File: config.mk
export PLATFORM = sky130hd
export DESIGN_NAME = sorted_timeout_queue
export DESIGN_NICKNAME = d
export VERILOG_FILES = /design/src/rtl/stq_pkg.sv /design/src/rtl/sorted_timeout_queue.sv /design/src/rtl/stq_ctrl.sv /design/src/rtl/stq_dp.sv
export SDC_FILE = /design/constraint.sdc
export NUM_CORES = 2
export LEC_CHECK = 0
export BUFFER_PORTS_ARGS = -buffer_cell sky130_fd_sc_hd__buf_2
export CAP_MARGIN = 15
export CORE_AREA = 4 4 444 446
export CTS_BUF_LIST = sky130_fd_sc_hd__clkbuf_8
export CTS_CLUSTER_SIZE = 10
export DETAILED_ROUTE_END_ITERATION = 6
export DIE_AREA = 0 0 448 450
export GPL_TIMING_DRIVEN = 0
export PLACE_DENSITY = 0.59
export SLEW_MARGIN = 15
export SYNTH_ARGS = -nofsm -noshare
export SYNTH_HDL_FRONTEND = slang
export SYNTH_SLANG_ARGS = --single-unit
File: constraint.sdc
create_clock -name clk_i -period 18.1 [get_ports clk_i]
set_input_delay 3.62 -clock clk_i [delete_from_list [all_inputs] [get_ports clk_i]]
set_output_delay 3.62 -clock clk_i [all_outputs]
set_load 0.05 [all_outputs]
File: src/rtl/stq_pkg.sv
`default_nettype none
package stq_pkg;

  localparam int unsigned SlotsDef = 16;
  localparam int unsigned SlotW = 4;
  localparam int unsigned TimeW = 32;
  localparam int unsigned MaxExpire = 16;

  typedef enum logic [1:0] {
    CMD_TICK   = 2'd0,
    CMD_ADD    = 2'd1,
    CMD_CANCEL = 2'd2,
    CMD_NONE   = 2'd3
  } cmd_e;

  typedef enum logic [1:0] {
    ST_OK     = 2'd0,
    ST_QUEUED = 2'd1,
    ST_NOTQ   = 2'd2
  } status_e;

  typedef enum logic [3:0] {
    S_IDLE,
    S_TICK_RD,
    S_TICK_CHK,
    S_TICK_OUT,
    S_ADD_RD,
    S_ADD_CHK,
    S_ADD_SHIFT,
    S_CAN_RD,
    S_CAN_CHK,
    S_CAN_SHIFT,
    S_ACK
  } state_e;

  typedef struct packed {
    logic       latch_in;
    logic       tick_time;
    logic       pos_clr;
    logic       pos_inc;
    logic       pos_dec;
    logic       pos_to_len;
    logic       shift_up;
    logic       shift_down;
    logic       insert;
    logic       len_inc;
    logic       len_dec;
    logic       clr_flag;
    logic       set_flag;
    logic       load_res;
    logic       res_expiry;
    logic [1:0] res_status;
    logic       res_last;
    logic       cnt_clr;
    logic       cnt_inc;
  } stq_cmd_t;

  typedef struct packed {
    logic [1:0] in_cmd;
    logic [1:0] cmd;
    logic       slot_ok;
    logic       queued;
    logic       pos_lt_len;
    logic       pos_at_end;
    logic       len_zero;
    logic       head_due;
    logic       next_due;
    logic       entry_le;
    logic       entry_match;
    logic       cnt_max;
    logic       cnt_zero;
    logic       res_busy;
  } stq_stat_t;

endpackage
`default_nettype wire

File: src/rtl/sorted_timeout_queue.sv
// Deadline-sorted millisecond timer queue.
// Slave channel s_axis_*: one command per transfer (tick, add, cancel).
// Master channel m_axis_*: results. Add and cancel give one acknowledge;
// a tick gives one expiry per due slot (at most 16), in deadline order,
// with equal deadlines in the order they were added; tlast marks the
// final result of a command. A tick with nothing due gives no result.
// One command is processed at a time. For each expiry a tick compares
// the head deadline, loads the result, then compacts the list. An add
// walks the sorted list entry by entry, then shifts the tail one entry
// a cycle. A cancel searches and compacts the list.
// Results go through one output register; while the receiver stalls the
// block holds before loading its next result, so the input stalls once
// a further command that gives a result has been accepted.
// Reset clears the time, queue length and queued flags; deadline, tag and
// order storage is left as is and read only after being written.
`default_nettype none
module sorted_timeout_queue #(
  parameter int unsigned SLOTS = stq_pkg::SlotsDef
) (
  input  wire         clk_i,
  input  wire         rst_ni,
  input  wire         s_axis_tvalid,
  output logic        s_axis_tready,
  input  wire  [71:0] s_axis_tdata,  // cmd[1:0], slot[5:2], delay_ms[37:6], tag[69:38]
  output logic        m_axis_tvalid,
  input  wire         m_axis_tready,
  output logic [39:0] m_axis_tdata,  // out_slot[3:0], out_tag[35:4], status[37:36]
  output logic        m_axis_tuser,  // kind
  output logic        m_axis_tlast
);

  stq_pkg::stq_cmd_t  ctl;
  stq_pkg::stq_stat_t stat;
  logic [3:0]  res_slot;
  logic [31:0] res_tag;
  logic [1:0]  res_status;

  stq_ctrl u_ctrl (
    .clk_i      (clk_i),
    .rst_ni     (rst_ni),
    .in_valid_i (s_axis_tvalid),
    .in_ready_o (s_axis_tready),
    .stat_i     (stat),
    .cmd_o      (ctl)
  );

  stq_dp #(.Slots(SLOTS)) u_dp (
    .clk_i        (clk_i),
    .rst_ni       (rst_ni),
    .cmd_i        (s_axis_tdata[1:0]),
    .slot_i       (s_axis_tdata[5:2]),
    .delay_i      (s_axis_tdata[37:6]),
    .tag_i        (s_axis_tdata[69:38]),
    .ctl_i        (ctl),
    .stat_o       (stat),
    .res_valid_o  (m_axis_tvalid),
    .res_ready_i  (m_axis_tready),
    .res_kind_o   (m_axis_tuser),
    .res_slot_o   (res_slot),
    .res_tag_o    (res_tag),
    .res_status_o (res_status),
    .res_last_o   (m_axis_tlast)
  );

  assign m_axis_tdata = {2'b00, res_status, res_tag, res_slot};

endmodule
`default_nettype wire

File: src/rtl/stq_ctrl.sv
`default_nettype none
module stq_ctrl (
  input  wire                clk_i,
  input  wire                rst_ni,
  input  wire                in_valid_i,
  output logic               in_ready_o,
  input  stq_pkg::stq_stat_t stat_i,
  output stq_pkg::stq_cmd_t  cmd_o
);

  stq_pkg::state_e state_q, state_d;

  always_ff @(posedge clk_i or negedge rst_ni) begin
    if (!rst_ni) begin
      state_q <= stq_pkg::S_IDLE;
    end else begin
      state_q <= state_d;
    end
  end

  always_comb begin
    state_d = state_q;
    cmd_o = '0;
    in_ready_o = 1'b0;
    unique case (state_q)
      stq_pkg::S_IDLE: begin
        in_ready_o = 1'b1;
        if (in_valid_i) begin
          cmd_o.latch_in = 1'b1;
          cmd_o.pos_clr = 1'b1;
          cmd_o.cnt_clr = 1'b1;
          state_d = stq_pkg::S_ACK;
          case (stat_i.in_cmd)
            stq_pkg::CMD_TICK:   state_d = stq_pkg::S_TICK_RD;
            stq_pkg::CMD_ADD:    state_d = stq_pkg::S_ADD_RD;
            stq_pkg::CMD_CANCEL: state_d = stq_pkg::S_CAN_RD;
            default:             state_d = stq_pkg::S_IDLE;
          endcase
          if (stat_i.in_cmd == stq_pkg::CMD_TICK) cmd_o.tick_time = 1'b1;
        end
      end
      stq_pkg::S_TICK_RD: begin
        state_d = stq_pkg::S_TICK_CHK;
      end
      stq_pkg::S_TICK_CHK: begin
        if (stat_i.len_zero || !stat_i.head_due) begin
          state_d = stq_pkg::S_IDLE;
        end else begin
          state_d = stq_pkg::S_TICK_OUT;
        end
      end
      stq_pkg::S_TICK_OUT: begin
        if (!stat_i.res_busy) begin
          cmd_o.load_res = 1'b1;
          cmd_o.res_expiry = 1'b1;
          cmd_o.res_last = stat_i.cnt_max || !stat_i.next_due;
          cmd_o.clr_flag = 1'b1;
          cmd_o.len_dec = 1'b1;
          cmd_o.pos_clr = 1'b1;
          cmd_o.cnt_inc = 1'b1;
          state_d = stq_pkg::S_CAN_SHIFT;
        end
      end
      stq_pkg::S_ADD_RD: begin
        if (!stat_i.slot_ok) begin
          cmd_o.res_status = stq_pkg::ST_NOTQ;
          state_d = stq_pkg::S_ACK;
        end else if (stat_i.queued) begin
          cmd_o.res_status = stq_pkg::ST_QUEUED;
          state_d = stq_pkg::S_ACK;
        end else if (!stat_i.pos_lt_len) begin
          cmd_o.pos_to_len = 1'b1;
          state_d = stq_pkg::S_ADD_SHIFT;
        end else begin
          state_d = stq_pkg::S_ADD_CHK;
        end
      end
      stq_pkg::S_ADD_CHK: begin
        if (stat_i.entry_le) begin
          cmd_o.pos_inc = 1'b1;
          state_d = stq_pkg::S_ADD_RD;
        end else begin
          cmd_o.pos_to_len = 1'b1;
          state_d = stq_pkg::S_ADD_SHIFT;
        end
      end
      stq_pkg::S_ADD_SHIFT: begin
        if (stat_i.pos_at_end) begin
          cmd_o.insert = 1'b1;
          cmd_o.set_flag = 1'b1;
          cmd_o.len_inc = 1'b1;
          state_d = stq_pkg::S_ACK;
        end else begin
          cmd_o.shift_up = 1'b1;
          cmd_o.pos_dec = 1'b1;
        end
      end
      stq_pkg::S_CAN_RD: begin
        if (!stat_i.slot_ok || !stat_i.queued) begin
          cmd_o.res_status = stq_pkg::ST_NOTQ;
          state_d = stq_pkg::S_ACK;
        end else begin
          state_d = stq_pkg::S_CAN_CHK;
        end
      end
      stq_pkg::S_CAN_CHK: begin
        if (stat_i.entry_match) begin
          cmd_o.clr_flag = 1'b1;
          cmd_o.len_dec = 1'b1;
          state_d = stq_pkg::S_CAN_SHIFT;
        end else begin
          cmd_o.pos_inc = 1'b1;
          state_d = stq_pkg::S_CAN_RD;
        end
      end
      stq_pkg::S_CAN_SHIFT: begin
        if (stat_i.pos_lt_len) begin
          cmd_o.shift_down = 1'b1;
          cmd_o.pos_inc = 1'b1;
        end else if (stat_i.cmd == stq_pkg::CMD_TICK) begin
          cmd_o.pos_clr = 1'b1;
          state_d = stat_i.cnt_zero ? stq_pkg::S_IDLE : stq_pkg::S_TICK_RD;
        end else begin
          state_d = stq_pkg::S_ACK;
        end
      end
      stq_pkg::S_ACK: begin
        if (!stat_i.res_busy) begin
          cmd_o.load_res = 1'b1;
          cmd_o.res_last = 1'b1;
          state_d = stq_pkg::S_IDLE;
        end
      end
      default: state_d = stq_pkg::S_IDLE;
    endcase
  end

endmodule
`default_nettype wire

File: src/rtl/stq_dp.sv
`default_nettype none
module stq_dp #(
  parameter int unsigned Slots = stq_pkg::SlotsDef
) (
  input  wire                        clk_i,
  input  wire                        rst_ni,
  input  wire  [1:0]                 cmd_i,
  input  wire  [stq_pkg::SlotW-1:0]  slot_i,
  input  wire  [stq_pkg::TimeW-1:0]  delay_i,
  input  wire  [stq_pkg::TimeW-1:0]  tag_i,
  input  stq_pkg::stq_cmd_t          ctl_i,
  output stq_pkg::stq_stat_t         stat_o,
  output logic                       res_valid_o,
  input  wire                        res_ready_i,
  output logic                       res_kind_o,
  output logic [stq_pkg::SlotW-1:0]  res_slot_o,
  output logic [stq_pkg::TimeW-1:0]  res_tag_o,
  output logic [1:0]                 res_status_o,
  output logic                       res_last_o
);

  localparam int unsigned IdxW = (Slots > 1) ? $clog2(Slots) : 1;
  localparam int unsigned LenW = $clog2(Slots + 1);
  localparam int unsigned CntW = $clog2(stq_pkg::MaxExpire);

  logic [stq_pkg::TimeW-1:0] now_q;
  logic [Slots-1:0]          queued_q;
  logic [LenW-1:0]           len_q;
  logic [LenW-1:0]           pos_q;
  logic [CntW-1:0]           cnt_q;
  logic [1:0]                cmd_q;
  logic [1:0]                st_q;
  logic [stq_pkg::SlotW-1:0] slot_q;
  logic [stq_pkg::TimeW-1:0] dl_q;
  logic [stq_pkg::TimeW-1:0] tag_q;
  logic [IdxW-1:0]           order_q [Slots];
  logic [stq_pkg::TimeW-1:0] dl_mem_q [Slots];
  logic [stq_pkg::TimeW-1:0] tag_mem_q [Slots];
  logic [IdxW-1:0]           ent_q;
  logic [IdxW-1:0]           pos_idx;
  logic [IdxW-1:0]           slot_idx;
  logic [IdxW-1:0]           tgt_idx;
  logic                      slot_ok;

  function automatic logic order_pos_ok(input logic [LenW-1:0] p, input logic [LenW-1:0] l);
    order_pos_ok = (p != '0) && (p <= l);
  endfunction

  assign pos_idx = pos_q[IdxW-1:0];
  assign slot_ok = ({{(32-stq_pkg::SlotW){1'b0}}, slot_q} < 32'(Slots));
  assign slot_idx = IdxW'(slot_q);
  assign tgt_idx = (cmd_q == stq_pkg::CMD_TICK) ? order_q[0] : slot_idx;

  always_ff @(posedge clk_i) begin
    ent_q <= order_q[pos_idx];
    if (ctl_i.latch_in) begin
      slot_q <= slot_i;
      tag_q <= tag_i;
      dl_q <= now_q + delay_i + stq_pkg::TimeW'(1);
    end
    if (ctl_i.insert) begin
      order_q[pos_idx] <= slot_idx;
      dl_mem_q[slot_idx] <= dl_q;
      tag_mem_q[slot_idx] <= tag_q;
    end
    for (int i = 1; i < Slots; i++) begin
      if (ctl_i.shift_up && pos_idx == IdxW'(i)) order_q[i] <= order_q[i-1];
    end
    for (int i = 0; i < Slots - 1; i++) begin
      if (ctl_i.shift_down && pos_idx == IdxW'(i)) order_q[i] <= order_q[i+1];
    end
    if (ctl_i.load_res) begin
      res_kind_o <= ctl_i.res_expiry;
      res_slot_o <= ctl_i.res_expiry ? stq_pkg::SlotW'(order_q[0]) : slot_q;
      res_tag_o <= ctl_i.res_expiry ? tag_mem_q[order_q[0]] : '0;
      res_last_o <= ctl_i.res_last;
    end
  end

  always_ff @(posedge clk_i or negedge rst_ni) begin
    if (!rst_ni) begin
      now_q <= '0;
      queued_q <= '0;
      len_q <= '0;
      pos_q <= '0;
      cnt_q <= '0;
      cmd_q <= stq_pkg::CMD_NONE;
      st_q <= stq_pkg::ST_OK;
      res_valid_o <= 1'b0;
      res_status_o <= stq_pkg::ST_OK;
    end else begin
      if (ctl_i.latch_in) cmd_q <= cmd_i;
      if (ctl_i.tick_time) now_q <= now_q + stq_pkg::TimeW'(1);
      if (ctl_i.pos_clr) begin
        pos_q <= '0;
      end else if (ctl_i.pos_to_len) begin
        pos_q <= len_q;
      end else if (ctl_i.pos_inc) begin
        pos_q <= pos_q + LenW'(1);
      end else if (ctl_i.pos_dec) begin
        pos_q <= pos_q - LenW'(1);
      end
      if (ctl_i.cnt_clr) begin
        cnt_q <= '0;
      end else if (ctl_i.cnt_inc) begin
        cnt_q <= cnt_q + CntW'(1);
      end
      if (ctl_i.len_inc) len_q <= len_q + LenW'(1);
      if (ctl_i.len_dec) len_q <= len_q - LenW'(1);
      if (ctl_i.set_flag) queued_q[slot_idx] <= 1'b1;
      if (ctl_i.clr_flag) queued_q[tgt_idx] <= 1'b0;
      if (ctl_i.latch_in) st_q <= stq_pkg::ST_OK;
      if (ctl_i.res_status != stq_pkg::ST_OK) st_q <= ctl_i.res_status;
      if (ctl_i.load_res) begin
        res_valid_o <= 1'b1;
        res_status_o <= ctl_i.res_expiry ? stq_pkg::ST_OK : st_q;
      end else if (res_ready_i) begin
        res_valid_o <= 1'b0;
      end
    end
  end

  always_comb begin
    stat_o = '0;
    stat_o.in_cmd = cmd_i;
    stat_o.cmd = cmd_q;
    stat_o.slot_ok = slot_ok;
    stat_o.queued = queued_q[slot_idx];
    stat_o.pos_lt_len = (pos_q < len_q) &&
                        ((cmd_q != stq_pkg::CMD_ADD) || (pos_q < LenW'(Slots)));
    stat_o.pos_at_end = (pos_q == '0) || (order_pos_ok(pos_q, len_q) &&
                        (dl_mem_q[order_q[pos_idx - IdxW'(1)]] <= dl_q));
    stat_o.len_zero = (len_q == '0);
    stat_o.head_due = (dl_mem_q[order_q[0]] <= now_q);
    stat_o.next_due = (len_q > LenW'(1)) && (dl_mem_q[order_q[1]] <= now_q);
    stat_o.entry_le = (dl_mem_q[ent_q] <= dl_q);
    stat_o.entry_match = (ent_q == slot_idx);
    stat_o.cnt_max = (cnt_q == CntW'(stq_pkg::MaxExpire - 1));
    stat_o.cnt_zero = (cnt_q == '0);
    stat_o.res_busy = res_valid_o && !res_ready_i;
  end

endmodule
`default_nettype wire
== Yosys cells after proc, flatten, opt, wreduce, memory -nomap -nowiden ==
Memory sizes are Yosys's and may differ from the RTL's. A register that Yosys moved wholly into a read port is not among the register bits.
Cells that the tools add are included.

* Memories: 3
* Memory bits (writable): 1088
* Input port bits: 76
* Output and inout bits: 44
* Word-level logic and storage cells: 366
* Bits in registers: 147

{| class="wikitable"
|+ Memories
! name !! words !! width !! read ports !! clocked after Yosys merged registers in !! write ports !! RTL line !! RTL
|-
| u_dp.dl_mem_q || 16 || 32 || 4 || 0 || 1 || stq_dp.sv:37 || <nowiki>logic [stq_pkg::TimeW-1:0] dl_mem_q [Slots];</nowiki>
|-
| u_dp.tag_mem_q || 16 || 32 || 1 || 1 || 1 || stq_dp.sv:38 || <nowiki>logic [stq_pkg::TimeW-1:0] tag_mem_q [Slots];</nowiki>
|-
| u_dp.order_q || 16 || 4 || 18 || 1 || 1 || stq_dp.sv:36 || <nowiki>logic [IdxW-1:0] order_q [Slots];</nowiki>
|}

* $add $sub $neg: 9
* Reductions and logical operators: 76
* Equality and inequality tests: 35
* Muxes and demuxes: 198
* Bitwise operators: 17
* Order comparisons: 12

{| class="wikitable"
|+ Operators with widths
! kind !! number
|-
| 4-bit 2-to-1 mux || 58
|-
| 32-bit <= comparator || 4
|-
| 1-bit 2-to-1 mux || 106
|-
| 32-bit by 1-bit adder with 32-bit output, second input constant || 2
|-
| 4-bit OR reduction || 16
|-
| 4-bit equality test, second input constant || 12
|-
| 4-bit one-hot mux with 11 select lines || 1
|-
| 1-bit logical AND || 37
|-
| 32-bit adder || 1
|-
| 4-bit by 3-bit equality test with 1-bit output, second input constant || 8
|-
| 16-bit 2-to-1 mux || 2
|-
| 5-bit 2-to-1 mux || 6
|-
| 2-bit 2-to-1 mux || 13
|-
| 16-bit AND || 1
|-
| 4-bit by 2-bit equality test with 1-bit output, second input constant || 4
|-
| 16-bit NOT || 1
|-
| 16-bit bitwise OR || 1
|-
| 1-bit bitwise OR || 14
|-
| 4-bit logical NOT || 3
|-
| 5-bit by 1-bit adder with 5-bit output, second input constant || 2
|-
| 5-bit logical NOT || 2
|-
| 4-bit by 5-bit less-than comparator with 1-bit output, second input constant || 2
|-
| 2-bit != test, second input constant || 5
|-
| 2-bit nonzero test || 5
|-
| 26 further kinds || 41
|}

== Longest topological paths before layout ==
An unclocked memory read counts as a cell.

* Depth after elaboration: 29
* Depth in mapped cells: 30
* Mapped depth without buffers: 20

== Cells and area by module ==
From an unflattened synthesis, not the netlist that was laid out.

* Cell total of the unflattened synthesis: 4046
* Area, all modules: 67482.2 µm²

{| class="wikitable"
|+ By module, submodules not included
! module !! area an instance (µm²) !! cells an instance !! seq. area each (µm²) !! times used
|-
| stq_dp || 66695.2 || 3939 || 37663.6 || 1
|-
| stq_ctrl || 768.2 || 104 || 100.1 || 1
|-
| sorted_timeout_queue || 18.8 || 3 || 0.0 || 1
|}

== Least setup slack after synthesis ==
OpenSTA, ideal clock, no wires.

* Path type: register to register
* Start: register u_dp.pos_q[0]
* End: memory u_dp.dl_mem_q[0][0] (netlist name) (enable)
* Clock period less this slack: 13147 ps
* Data required time: 17430 ps
* Path slack: 4953 ps
* Cell stages (with the launch flop): 26
* Arrival time: 12477 ps
* Library setup time: 670 ps
* Path through: dfrtp_1 -> buf_6 -> buf_6 -> buf_2 -> clkbuf_1 -> inv_1 -> ha_1 -> clkbuf_1 -> buf_1 -> mux4_2 -> mux4_2 -> buf_2 -> clkbuf_1 -> a211oi_1 -> a21oi_1 -> a211oi_1 -> a21oi_1 -> ha_1 -> a21o_1 -> a21o_1 -> a21oi_1 -> o21a_1 -> o221ai_1 -> a211oi_2 -> o21bai_1 -> nor4b_1

* Word-level cells in the longest chain between the ends: 10

{| class="wikitable"
|+ RTL lines
! item !! RTL line !! RTL
|-
| start: declaration || stq_dp.sv:29 || <nowiki>logic [LenW-1:0] pos_q;</nowiki>
|-
| start signal: assignment || stq_dp.sv:97 || <nowiki>pos_q <= len_q;</nowiki>
|-
| start signal: assignment || stq_dp.sv:99 || <nowiki>pos_q <= pos_q + LenW'(1);</nowiki>
|-
| start signal: assignment || stq_dp.sv:101 || <nowiki>pos_q <= pos_q - LenW'(1);</nowiki>
|-
| 4-bit by 1-bit subtractor with 4-bit output || stq_dp.sv:132 || <nowiki>(dl_mem_q[order_q[pos_idx - IdxW'(1)]] <= dl_q));</nowiki>
|-
| memory read 16 x 4 bit || - ||
|-
| memory read 16 x 32 bit || - ||
|-
| 32-bit <= comparator || stq_dp.sv:132 ||
|-
| 1-bit logical AND || stq_dp.sv:131 || <nowiki>stat_o.pos_at_end = (pos_q == '0) || (order_pos_ok(pos_q, len_q) &&</nowiki>
|-
| 1-bit logical OR (*) || stq_dp.sv:131 ||
|-
| 2-bit 2-to-1 mux (*) || stq_ctrl.sv:88 || <nowiki>if (stat_i.pos_at_end) begin</nowiki>
|-
| 2-bit 2-to-1 mux (*) || stq_ctrl.sv:25 || <nowiki>unique case (state_q)</nowiki>
|-
| 1-bit 2-to-1 mux (*) || stq_dp.sv:61 || <nowiki>if (ctl_i.insert) begin</nowiki>
|-
| 1-bit 2-to-1 mux (implied by the code) (*) || stq_dp.sv:63 || <nowiki>dl_mem_q[slot_idx] <= dl_q;</nowiki>
|-
| end: declaration || stq_dp.sv:37 ||
|}

Every way passes the cells marked *; elsewhere a longest branch is shown, timed or not.

== Worst setup path in the final report ==
* Start: register u_dp.pos_q[0]
* End: memory u_dp.dl_mem_q[4][26] (netlist name) (enable)

The elaborated chain is that of the path after synthesis.

==> results.sh <==
export IMPL_regToRegSetupSlack_ps=6120
export IMPL_hold_viol_final=0
export IMPL_finalSetupTns_ps=0
export IMPL_fin_crit_sh_pct=66.19
export IMPL_grt_pass1_wl_mm=341.8
export IMPL_final_area_um2=77280
export IMPL_final_max_slew_violation_count=0
export IMPL_crit_arrival_ps=12630
export IMPL_layout_commonest_cell="edfxtp_1"
export IMPL_critPathKind="reg2reg"
export IMPL_vias=45780
export IMPL_syn_inst=4073
export IMPL_postCtsSetupBuffers=0
export IMPL_finalHoldWorstSlack_ps=510.3
export IMPL_synth_edf_count=1194
export IMPL_firstDrtPassIters=7
export IMPL_htree_levels=4
export IMPL_synthArstFlopShare_pct=5.744
export IMPL_drt_initial_drc_count=7115
export IMPL_crit_required_ps=18750
export IMPL_start_kind="flop"
export IMPL_cts_tree="done"
export IMPL_clock_latency_ps=1020
export IMPL_cts_num_sinks=1271
export IMPL_synth_top_area_cell="edfxtp_1"
export IMPL_max_cap_viol_count=0
export IMPL_cts_path_max_buffers=3
export IMPL_floorplan_initialDensity_pct=34.98
export IMPL_grt_antenna_before_repair=10
export IMPL_endpoint="u_dp.dl_mem_q[4][26]$_DFFE_PP_"
export IMPL_rows=161
export IMPL_drt_drc_violations_left=0
export IMPL_finalClockSkew_ps=82.17
export IMPL_drtAntennaViolNets=0
export IMPL_ys_warn_count=0
export IMPL_synth_cell_types=74
export IMPL_yosysTopAreaCellShare_pct=53.22
export IMPL_cpMostUsedCell="clkbuf_1"
export IMPL_crit_path_end_kind="flop"
export IMPL_synth_ff_type="edfxtp_1"
export IMPL_p_per_area_nw_per_um2=176.7
export IMPL_rsz0062_at_grt="false"
export IMPL_cts_buffers_inserted=210
export IMPL_grt_use_total_pct=24.00
export IMPL_place_congestion=0.9858
export IMPL_die_h_um=450
export IMPL_wl_per_cell_um=33.72
export IMPL_die_w_um=448
export IMPL_vias_per_cell=6.256
export IMPL_vdd_ir_drop_max_mv=0.2341
export IMPL_hold_buffers=0
export IMPL_grt_overflow_total=0
export IMPL_grt_start_max_net_pins=48
export IMPL_slowest_stage="clkbuf_1"
export IMPL_final_cell_mix="edfxtp_1 (1194), mux4_2 (685), buf_2 (228), a211oi_1 (224), a21oi_1 (224)"
export IMPL_r2r_end="u_dp.dl_mem_q[4][26]$_DFFE_PP_"
export IMPL_finalSetupViolCount=0
export IMPL_drive_above_1_share_pct=30.77
export IMPL_tightest_slew_ps=1348
export IMPL_synth_seq_cells=1271
export IMPL_synth_area_per_cell_um2=16.54
export IMPL_io_pins=120
export IMPL_reg2reg_depth=29
export IMPL_path_max_fanout=10
export IMPL_hold_class="reg2reg"
export IMPL_post_cts_resized=0
export IMPL_cts_root_buf="clkbuf_8"
export IMPL_leakage_uw=0.02631
export IMPL_clk_pin_slew_ps=60
export IMPL_period_minus_slack_ps=11980
export IMPL_fin_nets=4875
export IMPL_seq_area_frac_synth_pct=56.06
export IMPL_fp_dieArea_um2=201600
export IMPL_port_buffer_count=115
export IMPL_areaGrowthSynthToFinish_pct=14.71
export IMPL_coreArea_um2=192600
export IMPL_grt_pass1_vias=44830
export IMPL_crit_start="u_dp.pos_q[0]$_DFFE_PN0P_"
export IMPL_max_stage_delay_ps=1060
export IMPL_placed_area_um2=73060
export IMPL_synth_area_top_cells="edfxtp_1 (53%), mux4_2 (23%), ha_1 (3.4%), dfrtp_1 (2.6%), a211oi_1 (2.5%)"
export IMPL_timing_rr_start="u_dp.pos_q[0]$_DFFE_PN0P_"
export IMPL_dp_hpwl_mm=172.2
export IMPL_slew_headroom_pct=10.16
export IMPL_wl_mm=246.8
export IMPL_syn_area_um2=67370
export IMPL_clock_fmax_ghz=0.08347
export IMPL_status="finished, final reports clean"
sequential cells by signal (all words and copies together), names as in the netlist, 5 cells and up:
| name | count |
|---|---|
| u_dp.dl_q | 32 |
| u_dp.res_tag_o | 32 |
| u_dp.dl_mem_q | 512 |
| u_dp.queued_q | 16 |
| u_dp.order_q | 64 |
| u_dp.tag_mem_q | 512 |
| u_dp.tag_q | 32 |
| u_dp.now_q | 32 |
| u_dp.len_q | 5 |
| u_dp.pos_q | 5 |
cell families after synthesis:
| group | synth area share (%) |
|---|---|
| compound gates | 7.047 |
| xor+xnor | 1.038 |
| fa+ha+maj | 3.421 |
| buf+inv | 2.565 |
| flops | 56.06 |
| mux | 25.40 |
| other cells | 0.005567 |
| simple gates | 4.469 |
metrics by stage:
| stage | util, % | total power (uW) | worst slack (ps) | instances |
|---|---|---|---|---|
| 2_1_floorplan | - | 7882 | 4953 | 4074 |
| 3_3_place_gp | 36.92 | 10760 | -9905 | 6715 |
| 3_5_place_dp | 37.94 | 10810 | 6430 | 6926 |
| 4_1_cts | 40.08 | 13370 | 6396 | 7306 |
| 5_1_grt | 40.12 | 13970 | 5936 | 7314 |
| 6_report | 40.13 | 13650 | 6120 | 7318 |
critical path, delay by kind of cell (launching register included):
family / cells / cell delay [ps]
buffers and inverters: 15 / 6320
AO/OA/AOI/OAI: 7 / 2590
AND/OR/NAND/NOR: 3 / 1010
multiplexers: 2 / 620
adder cells (fa/ha/maj): 2 / 610
flip-flops: 1 / 450
per-layer routing:
layer	part of all wire (%)	GRT usage (%)	up-vias	wire length, um
li1	-	-	18090	-
met5	0.035	0.2646	-	86
met4	5.8	11.69	4	14400
met3	12	7.694	754	30290
met1	37	31.38	23530	92230
met2	44	36.12	3403	109800
Yosys cell counts, drive strengths merged, types with 38 or more instances:
| library cell | count |
|---|---|
| nand2 | 90 |
| inv | 96 |
| edfxtp | 1194 |
| a21o | 47 |
| nor2 | 126 |
| xnor2 | 62 |
| dfrtp | 71 |
| mux2i | 149 |
| a21oi | 225 |
| nor2b | 151 |
| a31oi | 41 |
| ha | 181 |
| nand4 | 38 |
| buf | 116 |
| mux4 | 685 |
| a211oi | 237 |
| clkbuf | 187 |
| o21ai | 58 |
how the worst min path moves through the flow:
stage | from | to | slack [ps] | depth (start not counted)
CTS | u_dp.now_q[27]$_DFFE_PN0P_ | u_dp.now_q[27]$_DFFE_PN0P_ | 520 | 1
finish | u_dp.now_q[27]$_DFFE_PN0P_ | u_dp.now_q[27]$_DFFE_PN0P_ | 510 | 1
global route | u_dp.now_q[27]$_DFFE_PN0P_ | u_dp.now_q[27]$_DFFE_PN0P_ | 530 | 1
detailed placement | u_dp.now_q[27]$_DFFE_PN0P_ | u_dp.now_q[27]$_DFFE_PN0P_ | 500 | 1
global placement | u_dp.res_status_o[0]$_DFFE_PN0P_ | u_dp.res_status_o[0]$_DFFE_PN0P_ | 500 | 1
floorplan | u_dp.now_q[30]$_DFFE_PN0P_ | u_dp.now_q[30]$_DFFE_PN0P_ | 470 | 1
layout make-up:
class | count | area, um2
Clock buffer | 221 | 3042
Tap cell | 2526 | 3161
Inverter | 96 | 367.9
Multi-Input combinational cell | 2404 | 27980
Clock inverter | 159 | 1089
Buffer | 303 | 1441
Fill cell | 17500 | 115300
Sequential cell | 1271 | 37760
Timing Repair Buffer | 330 | 2415
Antenna cell | 8 | 20.02
where the power goes:
part | total (uW) | internal (uW) | switching (uW) | leakage (uW)
combinational | 7460 | 2400 | 5060 | 0.0122
sequential | 3640 | 3450 | 189 | 0.0117
clock | 2550 | 1280 | 1270 | 0.00234
total | 13700 | 7130 | 6520 | 0.0263
No activity file was read; power rests on OpenSTA's default activity.
